--- src/sv/dre_pkg.sv ---
// Shared types, widths, command and status codes for the DLT reprojection error core.
// Used by every module of the block; depends on nothing.
`default_nettype none
package dre_pkg;

  localparam int COORD_FRAC_BITS = 16;
  localparam int COEF_FRAC_BITS  = 24;
  localparam int REL_FRAC_BITS   = 16;
  localparam int NUM_COEFS       = 11;
  localparam int NUM_PRODS       = 9;
  localparam int COEF_IDX_W      = $clog2(NUM_COEFS);
  localparam int CMD_W           = 2;
  localparam int IDX_W           = 4;
  localparam int DATA_W          = 32;
  localparam int NUM_W           = 50;
  localparam int QUO_W           = 32;
  localparam int DVD_W           = NUM_W + COORD_FRAC_BITS;
  localparam int DSR_W           = NUM_W;
  localparam int OP_W            = DATA_W + 1;
  localparam int PROD_W          = 2 * OP_W;
  localparam int RAD_W           = 64;
  localparam int ROOT_W          = RAD_W / 2;
  localparam int REL_W           = 24;
  localparam int SUM_W           = 48;
  localparam int CNT_W           = 16;
  localparam int STAT_W          = 2;

  localparam logic [CMD_W-1:0] CMD_LOAD    = 2'd0;
  localparam logic [CMD_W-1:0] CMD_PROJECT = 2'd1;
  localparam logic [CMD_W-1:0] CMD_CLEAR   = 2'd2;

  localparam logic [STAT_W-1:0] ST_OK       = 2'd0;
  localparam logic [STAT_W-1:0] ST_ZERO_DEN = 2'd1;
  localparam logic [STAT_W-1:0] ST_ORIGIN   = 2'd2;

  localparam logic [1:0] AX_X = 2'd0;
  localparam logic [1:0] AX_Y = 2'd1;
  localparam logic [1:0] AX_Z = 2'd2;

  localparam logic [1:0] GRP_DEN  = 2'd0;
  localparam logic [1:0] GRP_U    = 2'd1;
  localparam logic [1:0] GRP_V    = 2'd2;
  localparam logic [1:0] GRP_NONE = 2'd3;

  typedef struct packed {
    logic [COEF_IDX_W-1:0] coef;
    logic [1:0]            axis;
    logic [1:0]            grp;
  } prod_sel_t;

  // Order of the nine products: denominator terms first, then u, then v.
  function automatic prod_sel_t prod_sel(input logic [3:0] k);
    prod_sel_t s;
    unique case (k)
      4'd0:    s = '{coef: 4'd8,  axis: AX_X, grp: GRP_DEN};
      4'd1:    s = '{coef: 4'd9,  axis: AX_Y, grp: GRP_DEN};
      4'd2:    s = '{coef: 4'd10, axis: AX_Z, grp: GRP_DEN};
      4'd3:    s = '{coef: 4'd0,  axis: AX_X, grp: GRP_U};
      4'd4:    s = '{coef: 4'd1,  axis: AX_Y, grp: GRP_U};
      4'd5:    s = '{coef: 4'd2,  axis: AX_Z, grp: GRP_U};
      4'd6:    s = '{coef: 4'd4,  axis: AX_X, grp: GRP_V};
      4'd7:    s = '{coef: 4'd5,  axis: AX_Y, grp: GRP_V};
      4'd8:    s = '{coef: 4'd6,  axis: AX_Z, grp: GRP_V};
      default: s = '{coef: 4'd0,  axis: AX_X, grp: GRP_NONE};
    endcase
    return s;
  endfunction

  function automatic logic [NUM_W-1:0] mag(input logic signed [NUM_W-1:0] v);
    return v[NUM_W-1] ? NUM_W'(-v) : NUM_W'(v);
  endfunction

endpackage
`default_nettype wire

--- src/sv/dre_mul.sv ---
// Shared signed multiplier with a registered product.
// Depends on dre_pkg for operand and product widths.
`default_nettype none
module dre_mul (
  input  wire logic                              clk_i,
  input  wire logic signed [dre_pkg::OP_W-1:0]   a_i,
  input  wire logic signed [dre_pkg::OP_W-1:0]   b_i,
  output logic signed [dre_pkg::PROD_W-1:0]      p_o
);
  import dre_pkg::*;

  logic signed [PROD_W-1:0] p_q;

  always_ff @(posedge clk_i) begin
    p_q <= a_i * b_i;
  end

  assign p_o = p_q;

endmodule
`default_nettype wire

--- config.mk ---
export PLATFORM = sky130hd
export DESIGN_NAME = dre_mul
export DESIGN_NICKNAME = d
export VERILOG_FILES = /design/src/sv/dre_pkg.sv /design/src/sv/dre_mul.sv
export SDC_FILE = /design/constraint.sdc
export NUM_CORES = 2
export LEC_CHECK = 0
export BUFFER_PORTS_ARGS = -buffer_cell sky130_fd_sc_hd__buf_2
export CAP_MARGIN = 5
export CORE_ASPECT_RATIO = 1.4
export CORE_MARGIN = 2
export CORE_UTILIZATION = 29
export CTS_CLUSTER_DIAMETER = 80
export DETAILED_ROUTE_END_ITERATION = 8
export PLACE_DENSITY = 0.44
export SYNTH_ARGS = -nofsm -noshare
export SYNTH_HDL_FRONTEND = slang
export SYNTH_SLANG_ARGS = --single-unit
--- constraint.sdc ---
create_clock -name clk_i -period 20.5 [get_ports clk_i]
set_input_delay 3.075 -clock clk_i [delete_from_list [all_inputs] [get_ports clk_i]]
set_output_delay 3.075 -clock clk_i [all_outputs]
set_load 0.01 [all_outputs]
Word level (Yosys, flattened, before mapping)
Cells that the tools add are included.
{"block": "op_classes", "mul": 1, "mux": 0, "n_addsub": 0, "n_lt_le_gt_ge": 0, "n_reduce_logical": 0, "bitwise_logic": 0, "div_mod_pow": 0, "eq_ne": 0, "shifts": 0}
{"operator": "33-bit by 33-bit multiplier with 66-bit output", "count": 1}
{"block": "totals", "mem_bits_rw": 0, "word_cells": 2, "mem_count": 0, "register_bits": 66, "romBits": 0, "latch_bits": 0, "out_inout_bits": 66, "input_bits": 67}

Logic depth before layout (Yosys ltp)
{"block": "logic_depth", "word_depth": 1, "ltp_mapped": 27, "depth_no_buf": 26}

Least setup slack after synthesis
Ideal clock, no wire load.
{"block": "synth_path", "path_kind": "input port to flip-flop", "start": "input port a_i[32] in the netlist's numbering", "end": "register p_q[62], in the netlist p_o[62]", "setup_slack_ns": 10.189, "n_path_buf": 2, "required_ns": 20.421, "t_arrival_ns": 10.232, "setup_ns": 0.079, "cell_stages": 23, "path_cell_list": "clkbuf_1 -> nand2_1 -> inv_1 -> fa_1 -> fa_1 -> fa_1 -> fa_1 -> fa_1 -> fa_1 -> fa_1 -> inv_1 -> fa_1 -> inv_1 -> ha_1 -> clkbuf_1 -> and3_1 -> nand3_1 -> nand2b_1 -> a2111oi_4 -> a211oi_4 -> a21o_2 -> a21o_1 -> a211oi_2"}
{"block": "synth_via", "elab_chain_len": 1}
{"item": "from (decl)", "line": "dre_mul.sv:6", "rtl": "input wire logic signed [dre_pkg::OP_W-1:0] a_i,"}
{"item": "33-bit by 33-bit multiplier with 66-bit output", "line": "dre_mul.sv:15", "rtl": "p_q <= a_i * b_i;"}
{"item": "to (signal assigned)", "line": "dre_mul.sv:15"}
{"item": "to (decl)", "line": "dre_mul.sv:12", "rtl": "logic signed [PROD_W-1:0] p_q;"}
Every way passes these cells.

Final worst setup path
{"block": "layout_path", "start": "input port b_i[0] in the netlist's numbering", "end": "register p_q[58], in the netlist p_o[58]"}
{"block": "layout_via", "elab_chain_len": 1}
{"item": "from (decl)", "line": "dre_mul.sv:7", "rtl": "input wire logic signed [dre_pkg::OP_W-1:0] b_i,"}
{"item": "33-bit by 33-bit multiplier with 66-bit output", "line": "dre_mul.sv:15"}
Every way passes these cells.

==> summary.txt <==
Outcome
  – Status: complete, no violations

Clock network
  – Clock Sinks: 66
  – CTS HTree Levels: 3
  – Post-CTS Setup Inserts: 0
  – Hold-fix buffers, CTS: 0
  – CTS buffer count: 9
  – Post-CTS Resized: 0
  – TritonCTS clock tree: done
  – Root Buffer: clkbuf_16
  – Clk slew on worst S/H paths: 0.07 ns
  – CTS Buffer Depth: 2

Setup path
  – CP max FO: 33
  – Critical Path AT: 11.21 ns
  – Crit path launch: b_i[0]
  – Crit end category: flip-flop
  – Startpoint types: input pin
  – Crit Path Category: input pin to flip-flop
  – Critical path endpoint: p_o[58]
  – Req. time, crit path: 20.77 ns

Finish
  – Total Nets Final: 5726
  – Post-route cell area: 0.04339 sq mm
  – Max FFs per register: 66
  – Area Overhead vs Synth: 6.512%
  – Fill count: 14750
  – Layout cells sized above 1: 0.05160

Logic synthesis
  – Top cells by count, synth: fa_1, inv_1, and2_1
  – Mapped Avg Cell Area: 9.390 sq um
  – EDFF count, synth: 0
  – Net Count, Synth: 5767
  – Yosys cell types: 80
  – Mapped cell area: 0.04073 sq mm
  – Post-synth top area share: 0.5627
  – Ys Warns: 0
  – Top_reg_cell synth: dfxtp_1
  – Synth Register Bits: 66
  – Top cells by area, synth: fa_1, inv_1, and2_1
  – Count leader, synth: fa_1
  – Largest area contributor in the netlist: fa_1
  – Synth Instances: 4338
  – Seq/Total Area, Yosys: 0.03244
  – Ys async rst share: 0

Floorplanning
  – Ports: 133
  – Row cnt: 162
  – Height of the die: 447.5 microns
  – Die Span X: 320.8 microns
  – Core area: 0.1393 sq mm
  – Initial Utilization: 0.2925
  – Die ar.: 0.1435 sq mm

STA
  – Final setup fails: 0
  – Rel. slew slack: 0.2866
  – RSZ-0062 raised after global routing: no
  – Worst Slack Setup Final: 9.554 ns
  – Final Slew Violations: 0
  – Post-route minimum period: 10.95 ns
  – Tcrit/Tclk final: 0.5339
  – Final Hold Viols: 0
  – FMAX: 91.36 MHz
  – Worst slew pin tran: 1.067 ns
  – Fin Setup TNS: 0 ns
  – Hold WS: 3.357 ns

Global routing
  – Initial antenna violation count: 10
  – First-pass GRT wire length: 200900 microns
  – Global-route usage over all layers: 0.1901
  – Vias in the first global route: 32440
  – Total gr overflow: 0
  – Largest net degree at the start of global routing: 34

Run
  – Maxcap violations: 0

Place
  – IO buf count: 132
  – Global placement routability congestion: 0.8446
  – Dpl ws: 9.127 ns
  – Post-DP HPWL: 107400 microns
  – DP Area: 0.04308 sq mm

Drt
  – DR vias/cell: 4.643
  – Detailed Route WL: 132500 microns
  – Antenna-violating nets left: 0
  – Vias: 28360
  – DRT iter0 DRCs: 1348
  – First-pass DRT Iterations: 5
  – Routed wire per std cell: 21.70 microns
  – Residual DRC: 0

Min path
  – Min-Delay Path Class: input pin to flip-flop
worst min path at each step:
stage,start,endpoint,cells past startpoint
6_report,b_i[0],p_o[0],2
3_3_place_gp,p_o[7],p_o[7],1
3_5_place_dp,p_o[17],p_o[17],1
2_1_floorplan,a_i[0],p_o[0],1
4_1_cts,b_i[0],p_o[0],2
5_1_grt,a_i[0],p_o[0],3
stage by stage:
step,cells,utilization
4_1_cts,6106,0.3115
2_1_floorplan,4338,-
3_3_place_gp,6090,0.3094
5_1_grt,6107,0.3116
6_report,6108,0.3116
3_5_place_dp,6090,0.3094
logic make-up (layout without fill, tap and decap cells):
group	after synthesis	count (layout)	share of synthesized area
AO/OA/AOI/OAI	219	219	0.04067
XOR/XNOR	68	68	0.01462
adder cells (fa/ha/maj)	1362	1362	0.6294
buffers and inverters	1352	1316	0.1251
flip-flops	66	66	0.03244
other	0	2	0
AND/OR/NAND/NOR	1271	1271	0.1578
metal layers:
metal  routed length [microns]  vias up  global-route usage
met1                     43780    15340              0.1905
met5                        37        -                   0
met4                      7606        6             0.09069
li1                          -    12240                   -
met3                      3124      211             0.01260
met2                     77990      563              0.3895
layout by cell type, fill, tap and decap left out, types with 3 or more instances in the layout:
master / count
a21oi_2: 3
a21o_1: 36
xor2_1: 25
xnor2_1: 43
nor3_1: 7
nor2b_1: 5
fa_1: 1145
o21bai_1: 11
inv_1: 1131
o211ai_1: 4
nand2_1: 551
clkbuf_16: 9
nor2_1: 68
and2_1: 562
nand2b_1: 12
or2_2: 3
dfxtp_1: 66
buf_2: 132
a211oi_2: 3
a21oi_1: 57
nand3_1: 25
a31oi_1: 8
nand4_1: 11
and3_1: 5
a211oi_1: 7
and4_1: 5
o21ai_0: 25
or3_1: 3
o21ai_1: 6
a211o_1: 6
o31ai_4: 3
buf_4: 37
o21a_1: 6
ha_1: 217
area by class of cell:
type | count | area [sq um] | area share
antenna | 2 | 5.005 | 0.0001154
clock buffer | 9 | 225.2 | 0.005191
clock inverter | 7 | 77.57 | 0.001788
inverter | 1131 | 4245 | 0.09785
multi-input combinational | 2920 | 34320 | 0.7910
sequential | 66 | 1321 | 0.03045
tap | 1804 | 2257 | 0.05202
timing repair buffer | 169 | 938.4 | 0.02163
critical path: stages:
cell       delay, ns
buf_2           0.53
nand2_1         0.18
inv_1           0.17
fa_1            0.49
fa_1            0.63
fa_1            0.68
fa_1            1.25
fa_1            0.58
fa_1            0.51
fa_1            0.49
inv_1           0.05
fa_1            0.47
inv_1           0.04
ha_1            0.43
and3_1          0.19
nand3_1         0.12
nand2b_1        0.26
a2111oi_4       0.37
a211oi_4        0.11
a21oi_2         0.22
nor4b_2         0.07
a311oi_1        0.26
Power is not shown: default switching activity piles up to over one toggle a cycle in this logic, so the estimate is an artifact.
