--- src/sv/dre_pkg.sv ---
// Shared types, widths, command and status codes for the DLT reprojection error core.
// Used by every module of the block; depends on nothing.
`default_nettype none
package dre_pkg;

  localparam int COORD_FRAC_BITS = 16;
  localparam int COEF_FRAC_BITS  = 24;
  localparam int REL_FRAC_BITS   = 16;
  localparam int NUM_COEFS       = 11;
  localparam int NUM_PRODS       = 9;
  localparam int COEF_IDX_W      = $clog2(NUM_COEFS);
  localparam int CMD_W           = 2;
  localparam int IDX_W           = 4;
  localparam int DATA_W          = 32;
  localparam int NUM_W           = 50;
  localparam int QUO_W           = 32;
  localparam int DVD_W           = NUM_W + COORD_FRAC_BITS;
  localparam int DSR_W           = NUM_W;
  localparam int OP_W            = DATA_W + 1;
  localparam int PROD_W          = 2 * OP_W;
  localparam int RAD_W           = 64;
  localparam int ROOT_W          = RAD_W / 2;
  localparam int REL_W           = 24;
  localparam int SUM_W           = 48;
  localparam int CNT_W           = 16;
  localparam int STAT_W          = 2;

  localparam logic [CMD_W-1:0] CMD_LOAD    = 2'd0;
  localparam logic [CMD_W-1:0] CMD_PROJECT = 2'd1;
  localparam logic [CMD_W-1:0] CMD_CLEAR   = 2'd2;

  localparam logic [STAT_W-1:0] ST_OK       = 2'd0;
  localparam logic [STAT_W-1:0] ST_ZERO_DEN = 2'd1;
  localparam logic [STAT_W-1:0] ST_ORIGIN   = 2'd2;

  localparam logic [1:0] AX_X = 2'd0;
  localparam logic [1:0] AX_Y = 2'd1;
  localparam logic [1:0] AX_Z = 2'd2;

  localparam logic [1:0] GRP_DEN  = 2'd0;
  localparam logic [1:0] GRP_U    = 2'd1;
  localparam logic [1:0] GRP_V    = 2'd2;
  localparam logic [1:0] GRP_NONE = 2'd3;

  typedef struct packed {
    logic [COEF_IDX_W-1:0] coef;
    logic [1:0]            axis;
    logic [1:0]            grp;
  } prod_sel_t;

  // Order of the nine products: denominator terms first, then u, then v.
  function automatic prod_sel_t prod_sel(input logic [3:0] k);
    prod_sel_t s;
    unique case (k)
      4'd0:    s = '{coef: 4'd8,  axis: AX_X, grp: GRP_DEN};
      4'd1:    s = '{coef: 4'd9,  axis: AX_Y, grp: GRP_DEN};
      4'd2:    s = '{coef: 4'd10, axis: AX_Z, grp: GRP_DEN};
      4'd3:    s = '{coef: 4'd0,  axis: AX_X, grp: GRP_U};
      4'd4:    s = '{coef: 4'd1,  axis: AX_Y, grp: GRP_U};
      4'd5:    s = '{coef: 4'd2,  axis: AX_Z, grp: GRP_U};
      4'd6:    s = '{coef: 4'd4,  axis: AX_X, grp: GRP_V};
      4'd7:    s = '{coef: 4'd5,  axis: AX_Y, grp: GRP_V};
      4'd8:    s = '{coef: 4'd6,  axis: AX_Z, grp: GRP_V};
      default: s = '{coef: 4'd0,  axis: AX_X, grp: GRP_NONE};
    endcase
    return s;
  endfunction

  function automatic logic [NUM_W-1:0] mag(input logic signed [NUM_W-1:0] v);
    return v[NUM_W-1] ? NUM_W'(-v) : NUM_W'(v);
  endfunction

endpackage
`default_nettype wire

--- src/sv/dre_sqrt.sv ---
// Digit-by-digit floor square root, one root bit per cycle.
// Depends on dre_pkg for widths.
`default_nettype none
module dre_sqrt (
  input  wire logic                        clk_i,
  input  wire logic                        rst_ni,
  input  wire logic                        start_i,
  input  wire logic [dre_pkg::RAD_W-1:0]   rad_i,
  output logic                             done_o,
  output logic [dre_pkg::ROOT_W-1:0]       root_o
);
  import dre_pkg::*;

  localparam int CW = $clog2(ROOT_W + 1);

  logic              busy_q, done_q;
  logic [CW-1:0]     cnt_q;
  logic [RAD_W-1:0]  rad_q;
  logic [ROOT_W-1:0] root_q;
  logic [ROOT_W+1:0] rem_q, rem_sh, trial;
  logic              ge;

  always_comb begin
    rem_sh = {rem_q[ROOT_W-1:0], rad_q[RAD_W-1:RAD_W-2]};
    trial  = {root_q, 2'b01};
    ge     = rem_sh >= trial;
  end

  always_ff @(posedge clk_i or negedge rst_ni) begin
    if (!rst_ni) begin
      busy_q <= 1'b0;
      done_q <= 1'b0;
      cnt_q  <= '0;
    end else begin
      done_q <= 1'b0;
      if (start_i) begin
        busy_q <= 1'b1;
        cnt_q  <= CW'(ROOT_W);
      end else if (busy_q) begin
        cnt_q <= cnt_q - 1'b1;
        if (cnt_q == CW'(1)) begin
          busy_q <= 1'b0;
          done_q <= 1'b1;
        end
      end
    end
  end

  always_ff @(posedge clk_i) begin
    if (start_i) begin
      rad_q  <= rad_i;
      rem_q  <= '0;
      root_q <= '0;
    end else if (busy_q) begin
      rad_q  <= {rad_q[RAD_W-3:0], 2'b00};
      rem_q  <= ge ? rem_sh - trial : rem_sh;
      root_q <= {root_q[ROOT_W-2:0], ge};
    end
  end

  assign done_o = done_q;
  assign root_o = root_q;

endmodule
`default_nettype wire

--- config.mk ---
export PLATFORM = sky130hd
export DESIGN_NAME = dre_sqrt
export DESIGN_NICKNAME = d
export VERILOG_FILES = /design/src/sv/dre_pkg.sv /design/src/sv/dre_sqrt.sv
export SDC_FILE = /design/constraint.sdc
export NUM_CORES = 1
export LEC_CHECK = 0
export BUFFER_PORTS_ARGS = -buffer_cell sky130_fd_sc_hd__buf_4
export CAP_MARGIN = 20
export CELL_PAD_IN_SITES_DETAIL_PLACEMENT = 1
export CELL_PAD_IN_SITES_GLOBAL_PLACEMENT = 1
export CORE_AREA = 2 2 112 157
export DETAILED_ROUTE_END_ITERATION = 10
export DIE_AREA = 0 0 114 159
export GPL_TIMING_DRIVEN = 0
export PLACE_DENSITY = 0.82
export SLEW_MARGIN = 20
export SYNTH_ARGS = -nofsm -noshare
export SYNTH_HDL_FRONTEND = slang
export SYNTH_SLANG_ARGS = --single-unit
export TNS_END_PERCENT = 1
--- constraint.sdc ---
create_clock -name clk_i -period 3.85 [get_ports clk_i]
set_clock_uncertainty 0.15 [all_clocks]
set_input_delay 0.77 -clock clk_i [delete_from_list [all_inputs] [get_ports clk_i]]
set_output_delay 0.77 -clock clk_i [all_outputs]
set_load 0.01 [all_outputs]
Word-level counts from Yosys, hierarchy flattened
Cells that the tools add are included.
Operators by class
  mux-type cells: 11
  equality and inequality tests: 1
  add/subtract/negate cells: 2
  $lt $le $gt $ge: 1
  reduce and logical (&&, ||, !) cells: 1
Operator list (number)
  64-bit 2-to-1 mux: 2
  34-bit >= comparator: 1
  32-bit 2-to-1 mux: 1
  32-bit subtractor: 1
  6-bit 2-to-1 mux: 2
  6-bit by 1-bit equality test with 1-bit output, second input constant: 1
  1-bit 2-to-1 mux: 6
  6-bit by 1-bit subtractor with 6-bit output, second input constant: 1
  2-bit nonzero test: 1
Storage, ports and cells
  register bits: 136
  word-level logic and storage cells: 22
  input bits: 67
  output and inout bits: 33

Longest topological paths before layout
  word-level depth: 4
  mapped depth: 13
  mapped depth without buffers: 11

Worst setup path before layout
No wires, ideal clock.
  path type: input to register
  start: in start_i
  end: reg rad_q[0] (enable)
  arrival: 2.492 ns
  library setup time: 0.418 ns
  data required time: 3.282 ns
  buffers on the path: 2
  cell stages on the path: 4
  setup slack: 0.790 ns
  cells stage by stage: clkbuf_1 > buf_6 > nor2_1 > inv_1
Between the ends
  longest elaborated chain between the ends: 1
Ends and longest elaborated chain
  from (decl): RTL line dre_sqrt.sv:7  | input wire logic start_i,
  2-bit nonzero test (no line)
  to (signal assigned): RTL line dre_sqrt.sv:51  | rad_q <= rad_i;
  to (signal assigned): RTL line dre_sqrt.sv:55  | rad_q <= {rad_q[RAD_W-3:0], 2'b00};
  to (decl): RTL line dre_sqrt.sv:18  | logic [RAD_W-1:0] rad_q;
Every way passes these cells.
A chain may end at the register's enable or synchronous reset.

Worst setup path in the final report
  start: reg root_q[0] (netlist: root_o[0])
  end: reg rem_q[31]
Between the ends
  longest elaborated chain between the ends: 2
  elaborated cells between the ends (all ways): 3
  classes of those cells: 1 x add/sub; 1 x order compare; 1 x mux
Ends and longest elaborated chain
  from (decl): RTL line dre_sqrt.sv:19  | logic [ROOT_W-1:0] root_q;
  from (signal assigned): RTL line dre_sqrt.sv:57  | root_q <= {root_q[ROOT_W-2:0], ge};
  32-bit subtractor or 34-bit >= comparator (tied branches): RTL line dre_sqrt.sv:56, dre_sqrt.sv:26
  32-bit 2-to-1 mux (*): RTL line dre_sqrt.sv:56  | rem_q <= ge ? rem_sh - trial : rem_sh;
  to (signal assigned): RTL line dre_sqrt.sv:56
  to (decl): RTL line dre_sqrt.sv:20  | logic [ROOT_W+1:0] rem_q, rem_sh, trial;
Mark *: on every way between the ends. The rest lies on a longest branch, timed or not.

==> results.py <==
metrics = {
    "run_status": {
        "status": "finished clean",
    },
    "timing": {
        "fmax_mhz": 283,
        "min_period_ns": 3.54,
        "holdWs_ns": 0.355,
        "hold_violations": 0,
        "final_max_slew_viol_count": 0,
        "final.setup.tns_ns": 0,
        "tightest_slew_ns": 0.920,
        "slew-limit-headroom_pct": 38.5,
        "period_share_pct": 91.9,
        "setup_violations": 0,
        "setup_ws_ns": 0.312,
        "rsz0062_at_grt": "false",
    },
    "finish": {
        "antenna_cells": 0,
        "mostFrequentLayoutCell": "buf_4",
        "syn_to_final_growth_pct": 20.7,
        "most-common-layout-cells": "99 x buf_4, 83 x nor2_1, 64 x edfxtp_1, 64 x dfxtp_1, 63 x mux2_2",
        "drive_gt1_share_pct": 26.0,
        "fin_nets": 940,
    },
    "yosys": {
        "synth_cell_types": 72,
        "ys_ff_latch": 136,
        "syn_nets": 822,
        "netlist_instances": 719,
        "yosysSeqAreaShare_pct": 44.9,
        "yosysTopAreaCell": "edfxtp_1",
        "async_flop_share_pct": 5.88,
        "synth.avg_cell_area_sq_um": 10.5,
        "synth_area_sq_um": 7580,
        "synthTopCellsByArea": "edfxtp_1 25%, dfxtp_1 17%, mux2_2 9.4%",
        "synth_edf_count": 64,
        "synth_top_flop_cell": "edfxtp_1",
        "yosysTopAreaCellShare_pct": 25.4,
        "yosysWarnings": 0,
    },
    "clock_network": {
        "cts_made_buffers": 17,
        "clk_pin_slew_ns": 0.06,
        "clock_path_buffers": 2,
        "cts_tree": "yes",
        "clk_latency_ns": 0.43,
        "cts_max_level": 4,
        "clock-sinks": 136,
        "cts-root-buf": "clkbuf_16",
    },
    "routing": {
        "num_vias": 5931,
        "met3_length_um": 1020,
        "routed-wl-met2_um": 10600,
        "wl_per_cell_um": 18.8,
        "drc_errors": 0,
        "wl_met1_um": 7630,
        "wirelength_um": 19800,
        "detail-route-antenna-nets": 0,
        "drt_pre_antenna_iters": 5,
        "drt_iter0_drc": 215,
        "vias_per_cell": 5.63,
        "topRoutingLayerUsed": "met4",
    },
    "floorplan": {
        "core_area_sq_um": 16700,
        "dieArea_sq_um": 18100,
        "fp.dieH_um": 159,
        "initial_core_util_pct": 45.5,
        "fp.dieW_um": 114,
        "pin_count": 100,
        "row_count": 56,
    },
    "critical_path": {
        "critPathCaptureType": "flip-flop",
        "critPathArrivalTime_ns": 3.72,
        "crit_path_frequent_cell": "o21ai_0",
        "worstSetupPathType": "reg -> reg",
        "slowest_delay_ns": 0.52,
        "required_ns": 4.03,
        "critPathSlowestCell": "a2111oi_2",
        "setup.worst_path.start_class": "flip-flop",
        "crit_chain": "inv_1, ha_1, o211ai_1, a21boi_0, o21ai_0, a21oi_1, a2111oi_2, o21ai_0, a221oi_1, xor2_1, o31ai_1",
        "crit_path_max_fanout": 5,
        "reg2reg_setup_slack_ns": 0.31,
    },
    "power_and_ir_drop": {
        "power.density_nw_per_um2": 763,
        "p_leak_nw": 4.06,
        "peakVddDrop_mv": 0.356,
    },
    "global_route": {
        "grt-ovfl-total": 0,
        "grt_pass1_wl_um": 32900,
        "grt_antenna_before_repair": 0,
        "grt_util_all_layers_pct": 23.0,
        "grt_pass1_vias": 6590,
        "grt_max_degree": 65,
    },
    "placed_design": {
        "io_buffers": 98,
        "place_congestion": 0.867,
        "pre_cts_ws_ns": 0.497,
        "place_hpwl_um": 14600,
    },
    "run": {
        "cap_viol_max_count": 0,
    },
    "hold_path": {
        "hold_class": "reg -> reg",
    },
}
## area by class of cell
class / count / area (sq um)
buffer: 36 / 235
multi-input combinational: 503 / 3780
inverter: 44 / 168
fill: 1832 / 7530
clock buffer: 18 / 429
sequential: 136 / 3400
clock inverter: 14 / 135
timing repair buffer: 99 / 746
tap: 203 / 254
## power breakdown
group          internal (mW)  total (mW)  switching (mW)
clock                  0.902        1.59           0.687
combinational           1.55        3.43            1.89
sequential              1.79        1.96           0.169
## sequential cells by signal, summed over array words and instances (netlist names)
name	count
busy_q	1
cnt_q	6
done_o	1
rad_q	64
rem_q	32
root_o	32
## logic make-up (layout without fill, tap and decap cells)
group | count (synthesis) | in the layout | synth area share [%]
AOI/OAI and AO/OA | 141 | 141 | 12.9
xor gates and xnor gates | 30 | 30 | 3.47
adders and majority gates | 36 | 36 | 5.94
buffers and inverters | 80 | 211 | 5.28
DFF | 136 | 136 | 44.9
muxes | 117 | 117 | 16.5
and+or+nand+nor | 179 | 179 | 11.0
## cells in the mapped netlist (2+ instances only)
| cell type | instances |
|---|---|
| a21oi_1 | 31 |
| a221oi_1 | 2 |
| o21ai_1 | 2 |
| xor2_1 | 15 |
| xnor2_1 | 15 |
| o21a_1 | 6 |
| dfrtp_1 | 8 |
| o211ai_1 | 2 |
| nor2_1 | 83 |
| buf_1 | 3 |
| nand2_1 | 38 |
| a311oi_1 | 4 |
| edfxtp_1 | 64 |
| o311ai_1 | 3 |
| nand2b_1 | 5 |
| nor4_1 | 2 |
| inv_1 | 44 |
| o21bai_1 | 4 |
| nand3_1 | 13 |
| o21ai_0 | 21 |
| ha_1 | 36 |
| buf_6 | 3 |
| clkbuf_2 | 3 |
| nor3_1 | 5 |
| and3_1 | 4 |
| clkbuf_1 | 19 |
| a21o_1 | 16 |
| mux2i_1 | 54 |
| nand4_1 | 4 |
| or3_1 | 3 |
| o31a_1 | 2 |
| o31ai_1 | 3 |
| and2_1 | 4 |
| a211oi_1 | 22 |
| a31oi_1 | 2 |
| mux2_2 | 63 |
| dfxtp_1 | 64 |
| nand2_2 | 3 |
| a21boi_0 | 2 |
| clkbuf_8 | 3 |
| a21o_2 | 4 |
| buf_12 | 2 |
| nor2b_1 | 4 |
## critical path: cells and delay by family, from the launching register on
family / cells / cell delay, ns
buf+inv: 1 / 0.09
compound gates: 8 / 2.23
xor+xnor: 1 / 0.12
fa+ha+maj: 1 / 0.38
flops: 1 / 0.46
## layer usage
layer	up-vias	GRT usage [%]
li1	2839	-
met1	2893	24.4
met2	146	41.5
met3	53	6.55
met4	0	10.1
met5	-	0
## metrics by stage
step                power, mW  util, %  instances  area, sq um
floorplan                4.55        -        719         7580
global placement         5.21     51.4       1020         8570
detailed placement       5.34     51.4       1020         8570
CTS                      6.99     54.9       1053         9150
global route             7.42     54.9       1053         9150
finish                   6.98     54.9       1053         9150
## path summary, 6_finish.rpt
kind                                 from        end  depth (start not counted)
min in group asynchronous          rst_ni     done_o                          2
worst min register to register  rem_q[28]  rem_q[28]                          2
max in group asynchronous          rst_ni   cnt_q[2]                          2
worst max register to register  root_o[0]  rem_q[31]                         11
worst min-delay path            rem_q[28]  rem_q[28]                          2
worst max-delay path            root_o[0]  rem_q[31]                         11
## repair_timing
action	4_1_cts	5_1_grt
hold buffers	1	0
setup buffers	0	0
resized for setup	0	0
endpoints found under the hold margin	8	0
Note: power is estimated with default switching activity, not from simulation.
